`src/hw/rtl/rotation_matrix_to_quaternion_defines.svh`:
```
// ---------------------------------------------------------------------------
// Assertion macros for the rotation matrix to quaternion block.
// Defining ASSERT_OFF compiles every check away.
// ---------------------------------------------------------------------------
`ifndef ROTATION_MATRIX_TO_QUATERNION_DEFINES_SVH
`define ROTATION_MATRIX_TO_QUATERNION_DEFINES_SVH
`ifndef ASSERT_OFF
`define RMQ_ASSERT_IMPL(lbl, clk, rstn, ante, cons, msg) \
  lbl: assert property (@(posedge clk) disable iff (!rstn) (ante) |-> (cons)) else $error(msg);
`define RMQ_ASSERT_NEXT(lbl, clk, rstn, ante, cons, msg) \
  lbl: assert property (@(posedge clk) disable iff (!rstn) (ante) |=> (cons)) else $error(msg);
`else
`define RMQ_ASSERT_IMPL(lbl, clk, rstn, ante, cons, msg)
`define RMQ_ASSERT_NEXT(lbl, clk, rstn, ante, cons, msg)
`endif
`endif

```
`src/hw/rtl/rmq_div_cell.sv`:
```
// ---------------------------------------------------------------------------
// rmq_div_cell
// One quotient bit of a restoring divider: tries the divisor shifted to this
// cell's bit position and passes the remainder and quotient along.
// ---------------------------------------------------------------------------
module rmq_div_cell #(
  parameter int NW = 35,
  parameter int DW = 19,
  parameter int QB = 18,
  parameter int SH = 17
) (
  input  logic           clk,
  input  logic           en,
  input  logic [NW-1:0]  rem_in,
  input  logic [QB-1:0]  q_in,
  input  logic           neg_in,
  input  logic [DW-1:0]  den_in,
  output logic [NW-1:0]  rem_r,
  output logic [QB-1:0]  q_r,
  output logic           neg_r,
  output logic [DW-1:0]  den_r
);

  localparam int CMPW = (NW > DW + QB) ? NW : DW + QB;

  logic [CMPW-1:0] remx;
  logic [CMPW-1:0] trial;
  logic            ge;
  logic [NW-1:0]   rem_nxt;
  logic [QB-1:0]   q_nxt;

  assign remx  = CMPW'(rem_in);
  assign trial = CMPW'(den_in) << SH;
  assign ge    = (remx >= trial);

  always_comb begin
    rem_nxt = ge ? NW'(remx - trial) : rem_in;
    q_nxt   = q_in;
    if (ge) begin
      q_nxt[SH] = 1'b1;
    end
  end

  always_ff @(posedge clk) begin
    if (en) begin
      rem_r <= rem_nxt;
      q_r   <= q_nxt;
      neg_r <= neg_in;
      den_r <= den_in;
    end
  end

endmodule

```
`config.mk`:
```
export PLATFORM = sky130hd
export DESIGN_NAME = rmq_div_cell
export DESIGN_NICKNAME = d
export VERILOG_FILES = /design/src/hw/rtl/rotation_matrix_to_quaternion_defines.svh /design/src/hw/rtl/rmq_div_cell.sv
export SDC_FILE = /design/constraint.sdc
export NUM_CORES = 1
export LEC_CHECK = 0
export BUFFER_PORTS_ARGS = -buffer_cell sky130_fd_sc_hd__buf_2
export CAP_MARGIN = 15
export CORE_MARGIN = 4
export CORE_UTILIZATION = 40
export DETAILED_ROUTE_END_ITERATION = 12
export GPL_TIMING_DRIVEN = 0
export PLACE_DENSITY_LB_ADDON = 0.08
export SYNTH_ARGS = -nofsm -noshare
export SYNTH_HDL_FRONTEND = slang
export SYNTH_SLANG_ARGS = --single-unit
```
`constraint.sdc`:
```
create_clock -name clk -period 4 [get_ports clk]
set_input_delay 0.6 -clock clk [delete_from_list [all_inputs] [get_ports clk]]
set_output_delay 0.6 -clock clk [all_outputs]
set_load 0.05 [all_outputs]
```
After elaboration in Yosys (flattened, before gate mapping). Cells that the tools add are included.

Add/sub/neg operators: 1. $mul: 0. Div/mod/pow operators: 0. Magnitude comparators: 1. Equal/unequal tests: 0. Shifts and indexed selects: 0. Muxes and demuxes: 1. Bitwise gates (word level): 0. Reductions and logical operators: 0.

Operators with widths (number): >= comparator 35 x 36 -> 1 bit (1); two-way mux 35 bit (1); subtractor 35 bit (1).

Register bits after elaboration: 73. Bits in latches: 0. Memory bits (writable): 0. Bits in read-only memories: 0. Input port bits: 75. Word-level logic and storage cells: 8. Memories kept: 0.

Logic depth before layout (Yosys ltp).
Word-level depth: 2. Mapped depth: 10. Depth with buffers taken out: 10.

Least setup slack after synthesis. Ideal clock, no wire load.

Path type: input-to-reg. Start point: input port rem_in[17]. End point: register rem_r[31], data pin. Setup time: 0.260 ns. Arrival: 2.493 ns. Setup slack: 1.247 ns. Cell stages on the path: 10. Path buffers: 0. Cell sequence: inv_1 > ha_1 > inv_1 > fa_1 > a211oi_1 > o21ai_0 > a21oi_1 > o31a_1 > o311ai_0 > mux2_2.

Word-level cells in the longest chain between the ends: 2.

Ends and longest elaborated chain: from (decl) (line rmq_div_cell.sv:14) `input logic [NW-1:0] rem_in,`; subtractor 35 bit or >= comparator 35 x 36 -> 1 bit (tied branches) (line rmq_div_cell.sv:37, rmq_div_cell.sv:34); two-way mux 35 bit (*) (line rmq_div_cell.sv:37) `rem_nxt = ge ? NW'(remx - trial) : rem_in;`; net rem_nxt[31] (line rmq_div_cell.sv:29) `logic [NW-1:0] rem_nxt;`; to (signal assigned) (line rmq_div_cell.sv:46) `rem_r <= rem_nxt;`; to (decl) (line rmq_div_cell.sv:18) `output logic [NW-1:0] rem_r,`.

Mark *: on every way through the listed nets, which the timed path passes. The rest lies on a longest branch. A chain may end at the register's enable or synchronous reset.

Worst setup path after layout. Ends and elaborated chain as after synthesis.

==> run summary <==
Status -> finished clean
Final setup violation count -> 0
Kind of critical path -> in2reg
Routed via count -> 2537
Post-cts resize count -> 0
Share of flip-flops with an asynchronous set or reset -> 0%
# hold bufs at CTS -> 0
DRT Pass-1 Iters -> 4
Distinct cells, synth -> 45
Type of origin of the critical path -> primary input
Antenna viol nets, final -> 0
Fin. Hold Viols -> 0
CP Capture Type -> flop
Root Driver -> clkbuf_8
Leakage -> 1.986 nW
Slew @ Worst Pin -> 0.9384 ns
Fmax -> 342.3 MHz
Placed Cells -> 495
Gr ovfl total -> 0
RSZ-0062 raised after global routing -> no
Layout cells sized above 1 -> 46.06%
Place WS -> 0.6873 ns
Synth area leader -> edfxtp_1
Post-synth EDFFs -> 73
Hold path start -> q_in[6]
#FFs+latches synth -> 73
CTS Buf Count -> 9
Final wirelength -> 8103 microns
Pwr/cell area -> 454.8 mW/mm^2
Final min period -> 2.921 ns
Routed wl met3 -> 814 microns
Syn Inst Count -> 243
I/O Pins -> 148
Slew Limit Fails -> 0
Post-Syn Area per Cell -> 14.25 sq um
GRT Util Overall -> 16.01%
Top cell type's share of synthesized area -> 63.29%
Longest Clk Path Bufs -> 2
CP max FO -> 3
Total negative slack -> 0 ns
H-tree Lvls -> 3
# nets final -> 495
Routed vias/inst -> 4.965
Most frequent cells in the layout -> buf_2, edfxtp_1, inv_1
Die area -> 0.01021 sq mm
Rel. slew slack -> 37.44%
DRC -> 0
Hold path depth -> 1
Antenna diodes -> 0
Mapped Nets -> 337
Initial antenna violation count -> 0
M1 wire length -> 3517 microns
TritonCTS clock tree -> done
Final HPWL DP -> 6164 microns
Final GP Congestion -> 0.8116
Detailed Route Iter0 Violations -> 81
Core Region -> 0.008299 sq mm
Commonest non-fill, non-tap cell in the layout -> buf_2
Final WS setup -> 1.079 ns
MaxCap Viol Count -> 0
Row cnt -> 33
Critical path required time -> 4.10 ns
Worst IR Drop VDD -> 0.0002144 V
Final worst-path cycle share -> 73.04%
Primary FF master, synth -> edfxtp_1
Non-filler instance count after layout -> 511
Class of the worst hold path -> in2reg
Synthesized area -> 0.003463 sq mm
Die X -> 101.1 microns
Post-CTS setup buffers -> 0
Pin count of the biggest net entering global routing -> 74
Largest cells by area after synthesis -> edfxtp_1, ha_1, mux2_2, a21oi_1, inv_1
Clock sinks -> 73
IO buf count -> 147
YS warnings -> 0
Area Overhead vs Synth -> 30.74%
Top Metal Used -> met4
Routed WL per cell -> 15.86 microns
Worst Hold End -> q_r[6]
Vias in the first global route -> 2495
Initial Utilization -> 41.73%
Seq/Total Area, Yosys -> 63.29%
CP Data Arrival Time -> 3.03 ns
Die Ht -> 101.1 microns
First-pass GRT wire length -> 12410 microns
Met2 routed WL -> 3652 microns
Register clock-pin slew on the reported worst setup and hold paths -> 0.08 ns
-- worst max-delay path by stage --
stage | start | to | slack, ns | depth (start not counted)
6_report | rem_in[17] | rem_r[31] | 1.08 | 11
5_1_grt | rem_in[17] | rem_r[31] | 0.90 | 11
4_1_cts | rem_in[17] | rem_r[31] | 1.07 | 11
3_5_place_dp | rem_in[17] | rem_r[31] | 0.69 | 11
3_3_place_gp | rem_in[17] | rem_r[31] | 0.70 | 11
2_1_floorplan | rem_in[17] | rem_r[31] | 1.25 | 10
-- synth_stat cells, types with 4 or more instances --
master / count
mux2_2: 17
o21ai_0: 7
a21o_1: 7
xor2_1: 8
a21oi_1: 17
nand3_1: 6
inv_1: 20
nand4_1: 4
nand2_1: 10
ha_1: 18
nor2_1: 4
xnor2_1: 6
edfxtp_1: 73
-- area by class of cell --
| cell class | count | area (sq um) |
|---|---|---|
| inverters | 20 | 75.07 |
| repair buffers | 147 | 738.2 |
| clock buffers | 10 | 127.6 |
| fillers | 759 | 3771 |
| clock inverters | 6 | 67.56 |
| well taps | 105 | 131.4 |
| plain buffers | 5 | 42.54 |
| multi-input cells | 145 | 1154 |
| flip-flops and latches | 73 | 2192 |
-- metal layers --
layer	GRT usage (%)	vias to the layer above
met2	24.25	109
met3	4.567	11
met4	6.442	0
met5	0	-
met1	21.64	1168
li1	-	1249
-- power by group --
group	switching (mW)	internal [mW]
registers	0.0141	0.919
logic	0.391	0.160
clock network	0.285	0.290
total	0.690	1.37
-- worst max-delay path, stage by stage --
cell	delay (ns)
buf_2	0.09
inv_1	0.06
ha_1	0.16
inv_1	0.05
fa_1	0.42
a211oi_1	0.39
o21ai_0	0.20
a21oi_1	0.35
o31a_1	0.22
o311ai_0	0.16
mux2_2	0.30
-- through the flow --
| stage | utilization [%] | power [mW] | hold slack [ns] | area (sq um) |
|---|---|---|---|---|
| floorplan | - | 1.353 | 0.6989 | 3463 |
| global placement | 52.18 | 1.501 | 0.7764 | 4330 |
| detailed placement | 52.21 | 1.506 | 0.7781 | 4333 |
| CTS | 54.56 | 2.094 | 0.4059 | 4528 |
| global route | 54.56 | 2.170 | 0.4014 | 4528 |
| finish | 54.56 | 2.059 | 0.4273 | 4528 |
-- sequential cells by signal (all words and copies together) (netlist names) --
name   cells
den_r     19
neg_r      1
rem_r     35
q_r       18
-- cells by family after synthesis --
logic type                 count (synthesis)  share of synthesized area, %
xor gates and xnor gates                  14                         3.541
and+or+nand+nor                           41                         6.503
adders and majority gates                 19                         7.081
muxes                                     18                         5.816
AOI/OAI and AO/OA                         53                         10.37
DFF                                       73                         63.29
buffers and inverters                     25                         3.396
No activity file was read; power rests on OpenSTA's default activity.
