<file path="src/hw/rtl/rotation_matrix_to_quaternion_defines.svh">
// ---------------------------------------------------------------------------
// Assertion macros for the rotation matrix to quaternion block.
// Defining ASSERT_OFF compiles every check away.
// ---------------------------------------------------------------------------
`ifndef ROTATION_MATRIX_TO_QUATERNION_DEFINES_SVH
`define ROTATION_MATRIX_TO_QUATERNION_DEFINES_SVH
`ifndef ASSERT_OFF
`define RMQ_ASSERT_IMPL(lbl, clk, rstn, ante, cons, msg) \
  lbl: assert property (@(posedge clk) disable iff (!rstn) (ante) |-> (cons)) else $error(msg);
`define RMQ_ASSERT_NEXT(lbl, clk, rstn, ante, cons, msg) \
  lbl: assert property (@(posedge clk) disable iff (!rstn) (ante) |=> (cons)) else $error(msg);
`else
`define RMQ_ASSERT_IMPL(lbl, clk, rstn, ante, cons, msg)
`define RMQ_ASSERT_NEXT(lbl, clk, rstn, ante, cons, msg)
`endif
`endif

</file>
<file path="src/hw/rtl/rmq_sqrt_cell.sv">
// ---------------------------------------------------------------------------
// rmq_sqrt_cell
// One digit of a restoring square root: takes two radicand bits, yields one
// root bit, and hands the partial remainder and root to the next cell.
// ---------------------------------------------------------------------------
module rmq_sqrt_cell #(
  parameter int RW  = 18,
  parameter int XPW = 36
) (
  input  logic            clk,
  input  logic            en,
  input  logic [XPW-1:0]  x_in,
  input  logic [RW+1:0]   rem_in,
  input  logic [RW-1:0]   root_in,
  output logic [XPW-1:0]  x_r,
  output logic [RW+1:0]   rem_r,
  output logic [RW-1:0]   root_r
);

  logic [RW+1:0]  rem_sh;
  logic [RW+1:0]  trial;
  logic           ge;
  logic [XPW-1:0] x_nxt;
  logic [RW+1:0]  rem_nxt;
  logic [RW-1:0]  root_nxt;

  // The partial remainder stays below 2^RW, so the dropped top bits are zero.
  assign rem_sh   = {rem_in[RW-1:0], x_in[XPW-1 -: 2]};
  assign trial    = {root_in, 2'b01};
  assign ge       = (rem_sh >= trial);
  assign rem_nxt  = ge ? (rem_sh - trial) : rem_sh;
  assign root_nxt = {root_in[RW-2:0], ge};
  assign x_nxt    = {x_in[XPW-3:0], 2'b00};

  always_ff @(posedge clk) begin
    if (en) begin
      x_r    <= x_nxt;
      rem_r  <= rem_nxt;
      root_r <= root_nxt;
    end
  end

endmodule

</file>
<file path="config.mk">
export PLATFORM = sky130hd
export DESIGN_NAME = rmq_sqrt_cell
export DESIGN_NICKNAME = d
export VERILOG_FILES = /design/src/hw/rtl/rotation_matrix_to_quaternion_defines.svh /design/src/hw/rtl/rmq_sqrt_cell.sv
export SDC_FILE = /design/constraint.sdc
export NUM_CORES = 1
export LEC_CHECK = 0
export BUFFER_PORTS_ARGS = -buffer_cell sky130_fd_sc_hd__buf_2
export CAP_MARGIN = 20
export CORE_ASPECT_RATIO = 0.9
export CORE_MARGIN = 1
export CORE_UTILIZATION = 51
export DETAILED_ROUTE_END_ITERATION = 6
export GPL_TIMING_DRIVEN = 0
export PLACE_DENSITY = 0.85
export REMOVE_ABC_BUFFERS = 1
export SLEW_MARGIN = 25
export SYNTH_ARGS = -nofsm -noshare
export SYNTH_HDL_FRONTEND = slang
export SYNTH_SLANG_ARGS = --single-unit
</file>
<file path="constraint.sdc">
create_clock -name clk -period 4.2 [get_ports clk]
set_clock_uncertainty 0.15 [all_clocks]
set_input_delay 1.05 -clock clk [delete_from_list [all_inputs] [get_ports clk]]
set_output_delay 1.05 -clock clk [all_outputs]
set_load 0.01 [all_outputs]
</file>
# Yosys cells after proc, flatten, opt, wreduce, memory -nomap -nowiden
# Index checks and enable logic that the tools add are counted.
# classes
addsub	1
order_cmp	1
n_mux	1
# op_table
op	n
20-bit greater-or-equal comparator	1
20-bit 2-to-1 mux	1
20-bit subtractor	1
# word_totals
out_inout_bits	74
in_bits	76
wordCells	6
register_bits	72

# Logic depth before layout (Yosys ltp)
# depth
depth_word	2
mapped_depth	12
ltp_nobuf	9

# Worst setup path after synthesis
# No wires, ideal clock.
# synth_path
path_kind	input to register
startpoint	in root_in[13]
endpoint	reg rem_r[19] (data pin)
setup_ns	0.257
stages	8
t_arrival_ns	2.624
setup_slack_ns	1.169
cell_sequence	inv_1 -> ha_1 -> a21o_1 -> or4_1 -> o22ai_1 -> and2_1 -> a31oi_1 -> a32o_1
# synth_between
elab_chain_cells	2
word_cells_on_any_way	3
# synth_rtl
element	line	text
from (decl)	rmq_sqrt_cell.sv:14	input logic [RW-1:0] root_in,
20-bit subtractor / 20-bit greater-or-equal comparator (equally long branches)	rmq_sqrt_cell.sv:31, rmq_sqrt_cell.sv:30	
20-bit 2-to-1 mux (*)	rmq_sqrt_cell.sv:31	assign rem_nxt = ge ? (rem_sh - trial) : rem_sh;
net rem_nxt[19]	rmq_sqrt_cell.sv:24	logic [RW+1:0] rem_nxt;
to (signal assigned)	rmq_sqrt_cell.sv:38	rem_r <= rem_nxt;
to (decl)	rmq_sqrt_cell.sv:16	output logic [RW+1:0] rem_r,
# The timed path passes the listed nets; every way through them passes the cells marked *.
# A chain may end at the register's enable or synchronous reset.

# Final worst setup path
# layout_path
startpoint	in rem_in[15]
endpoint	reg rem_r[9] (data pin)
# layout_between
elab_chain_cells	2
# layout_rtl
element	line	text
from (decl)	rmq_sqrt_cell.sv:13	input logic [RW+1:0] rem_in,
20-bit greater-or-equal comparator	rmq_sqrt_cell.sv:30	assign ge = (rem_sh >= trial);
net ge	rmq_sqrt_cell.sv:22	logic ge;
20-bit 2-to-1 mux	rmq_sqrt_cell.sv:31	
net rem_nxt[9]	rmq_sqrt_cell.sv:24	
# The timed path passes the listed nets, and every way through them passes these cells.

==> summary.md <==
| Metric | Value |
|---|---|
| Status | finished clean |
| I/O pin count | 150 |
| Max incr delay on CP | between 0.4 and 0.5 ns |
| DP HPWL | 6131 um |
| Worst-path cell chain | buf_2 > ha_1 > a21oi_2 > nor2_1 > a2111oi_2 > o21ai_1 > o22ai_4 > buf_16 > inv_2 > a41o_1 |
| Synth-to-Final Area Change | 29.76% |
| Inserted Clock Buffers | 9 |
| Register area share after synthesis | just over 60% |
| RSZ-0062 raised after global routing | no |
| Final TNS setup | 0 ns |
| WP data required | 4.15 ns |
| Antenna Nets Post-Route | 0 |
| WL final | 8069 um |
| Average wire per standard cell | approximately 15 um |
| Synth async-reset ratio | 0% |
| First-pass GRT wire length | 12050 um |
| Core area | ~0.0066 mm2 |
| Fin. max-slew vios | 0 |
| Mapped cell area | 0.003493 mm2 |
| Ys flop type | edfxtp_1 |
| Hold Crit Class | in2reg |
| Root Driver | clkbuf_8 |
| Nets@finish | roughly 530 |
| Final period util | a little under 80% |
| Via-to-Cell Ratio | ~5.2 |
| TritonRoute pass-1 iters | 4 |
| Clk sinks | 72 |
| Gr ovfl total | 0 |
| Final Power | 1.809 mW |
| Post-synth EDFFs | between 70 and 80 |
| Avg Cell Area, Syn | 12.39 um2 |
| Setup bufs post-CTS | 0 |
| Worst setup path class | in2reg |
| GRT Total Usage | 22.93% |
| Resize count post-CTS | 0 |
| Depth of the CTS H-tree | 3 |
| CTS clk-pin slew, worst paths | 0.07 ns |
| Least-Margin Pin Slew | 0.5547 ns |
| Maximum VDD drop | 0.2143 mV |
| Final Non-Filler Cells | 528 |
| Iter 0 DRT Violations | roughly 140 |
| Fin crit period | 3.243 ns |
| Yosys top cell area share | 61.89% |
| IO Port Bufs | 145 |
| Initial antenna violation count | 0 |
| Final hold vios | 0 |
| Die X-Extent | 89.24 um |
| Fmax | ~0.3 GHz |
| CTS tree | built |
| Worst relative slew slack | 63.02% |
| Worst setup EP type | register |
| Clock buffer depth | 2 |
| Crit. Startpoint | rem_in[15] |
| Worst setup endpoint | rem_r[9] |
| Lkg Pwr | 2.051 nW |
| Pwr dens | approximately 400 mW/mm2 |
| Die footprint | 0.007185 mm2 |
| Synthesis-stage register bit count | 72 |
| Die Ht | 80.52 um |
| Share of layout cells above drive strength 1 | 39.50% |
| Placed cell count | 512 |
| Syn Inst Count | 282 |
| MaxCap Viol Count | 0 |
| Largest cells by area after synthesis | edfxtp_1 (62%), ha_1 (7.2%), nand2_1 (3.5%), inv_1 (2.6%), a21oi_1 (2.0%) |
| Hold Buf Count CTS | 0 |
| Core Rows | 28 |
| Slowest cell on the critical path | o22ai_4 |
| Initial Util | 53.04% |
| Worst Setup Start Kind | primary input |
| Final Core Density | 68.83% |
| # DRC | 0 |
| Largest net degree at the start of global routing | 50 |
| Area leader, netlist | edfxtp_1 |
| ANT cells | 0 |
| Final Setup Violations | 0 |
| Vias in the first global route | 2518 |
| Post-synthesis cell type count | 47 |
| WP data arrival | 3.19 ns |
| Vias | 2734 |
| Final GP Congestion | between 0.8 and 0.9 |
| Worst-path fanout max | 24 |
| Ys Warns | 0 |
[layout by cell type, fill, tap and decap left out, types with 2 or more instances in the layout]
cell type   synthesis  layout
buf_2               2     144
nand4_1             3       3
nand2_1            33      33
ha_1               20      20
o31ai_1             2       2
xor2_1              8       8
edfxtp_1           72      72
a21oi_1            14      14
o211ai_1            2       2
and2_1              4       4
a21oi_2             2       2
a31oi_1             6       6
clkbuf_8            0       9
o21ai_1            12      12
xnor2_1             7       7
nor3_1              4       4
conb_1              1       2
o21a_1              3       3
nor2_1             13      13
inv_1              24      24
clkinvlp_4          0       2
o21ai_0            12      12
a21o_1              7       7
nand2b_1            3       3
[cell usage after synthesis (2+ instances only)]
library cell / count
inv_1: 24
nand2b_1: 3
o21ai_0: 12
nand2_1: 33
nor3_1: 4
xnor2_1: 7
a21oi_1: 14
o21a_1: 3
buf_2: 2
a21oi_2: 2
o211ai_1: 2
nand4_1: 3
buf_4: 4
nor2_1: 13
a31oi_1: 6
ha_1: 20
and2_1: 4
xor2_1: 8
a21o_1: 7
o31ai_1: 2
edfxtp_1: 72
o21ai_1: 12
[stage by stage]
| step | area (um2) | setup WS, ns | hold slack [ns] |
|---|---|---|---|
| floorplan | 3442 | 0.6031 | 0.9989 |
| global placement | 4280 | 0.01607 | 1.077 |
| detailed placement | 4338 | 0.5655 | 1.078 |
| global route | 4533 | 0.7558 | 0.7088 |
| finish | 4533 | 0.9567 | 0.7242 |
| CTS | 4533 | 0.9260 | 0.7146 |
[layout make-up]
| cell class | count | area (um2) |
|---|---|---|
| Clock buffer | 10 | 127.6 |
| Clock inverter | 6 | 67.56 |
| Fill cell | 516 | 2053 |
| Inverter | 25 | 93.84 |
| Multi-Input combinational cell | 178 | 1194 |
| Sequential cell | 72 | 2162 |
| Tap cell | 90 | 112.6 |
| Timing Repair Buffer | 147 | 775.7 |
[registers in the layout, indices dropped and copies added (netlist names)]
register	cells
rem_r	20
root_r	18
x_r	34
[where the power goes]
| group | internal, mW | switching (mW) | total, mW |
|---|---|---|---|
| Combinational | 0.161 | 0.219 | 0.380 |
| Sequential | 0.873 | 0.0152 | 0.888 |
| Clock | 0.276 | 0.265 | 0.541 |
| Total | 1.31 | 0.500 | 1.81 |
[worst max-delay path, delay by kind of cell]
| family | cells | cell delay [ns] |
|---|---|---|
| compound gates | 5 | 1.32 |
| simple gates | 1 | 0.08 |
| fa+ha+maj | 1 | 0.37 |
| buf+inv | 3 | 0.38 |
[layer usage]
metal	up-vias	GRT usage, %	wire, um
met4	0	6.667	110
met2	113	38.85	3934
li1	1341	-	-
met1	1266	26.91	3196
met3	14	8.736	828
met5	-	0	0
[cell families after synthesis]
logic type                 after synthesis  share of synthesized area [%]
other                                    1                         0.1073
buffers and inverters                   33                          4.262
adders and majority gates               20                          7.163
and+or+nand+nor                         68                          8.919
DFF                                     72                          61.89
AOI/OAI and AO/OA                       73                          13.90
xor gates and xnor gates                15                          3.761
[worst min-delay path by stage]
stage / startpoint / to / cells after the start
finish: x_in[2] / x_r[4] / 1
global route: x_in[18] / x_r[20] / 1
CTS: x_in[5] / x_r[7] / 1
detailed placement: x_in[5] / x_r[7] / 1
global placement: x_in[9] / x_r[11] / 1
floorplan: root_in[9] / root_r[10] / 0
Power figures use the tool's default switching activity.
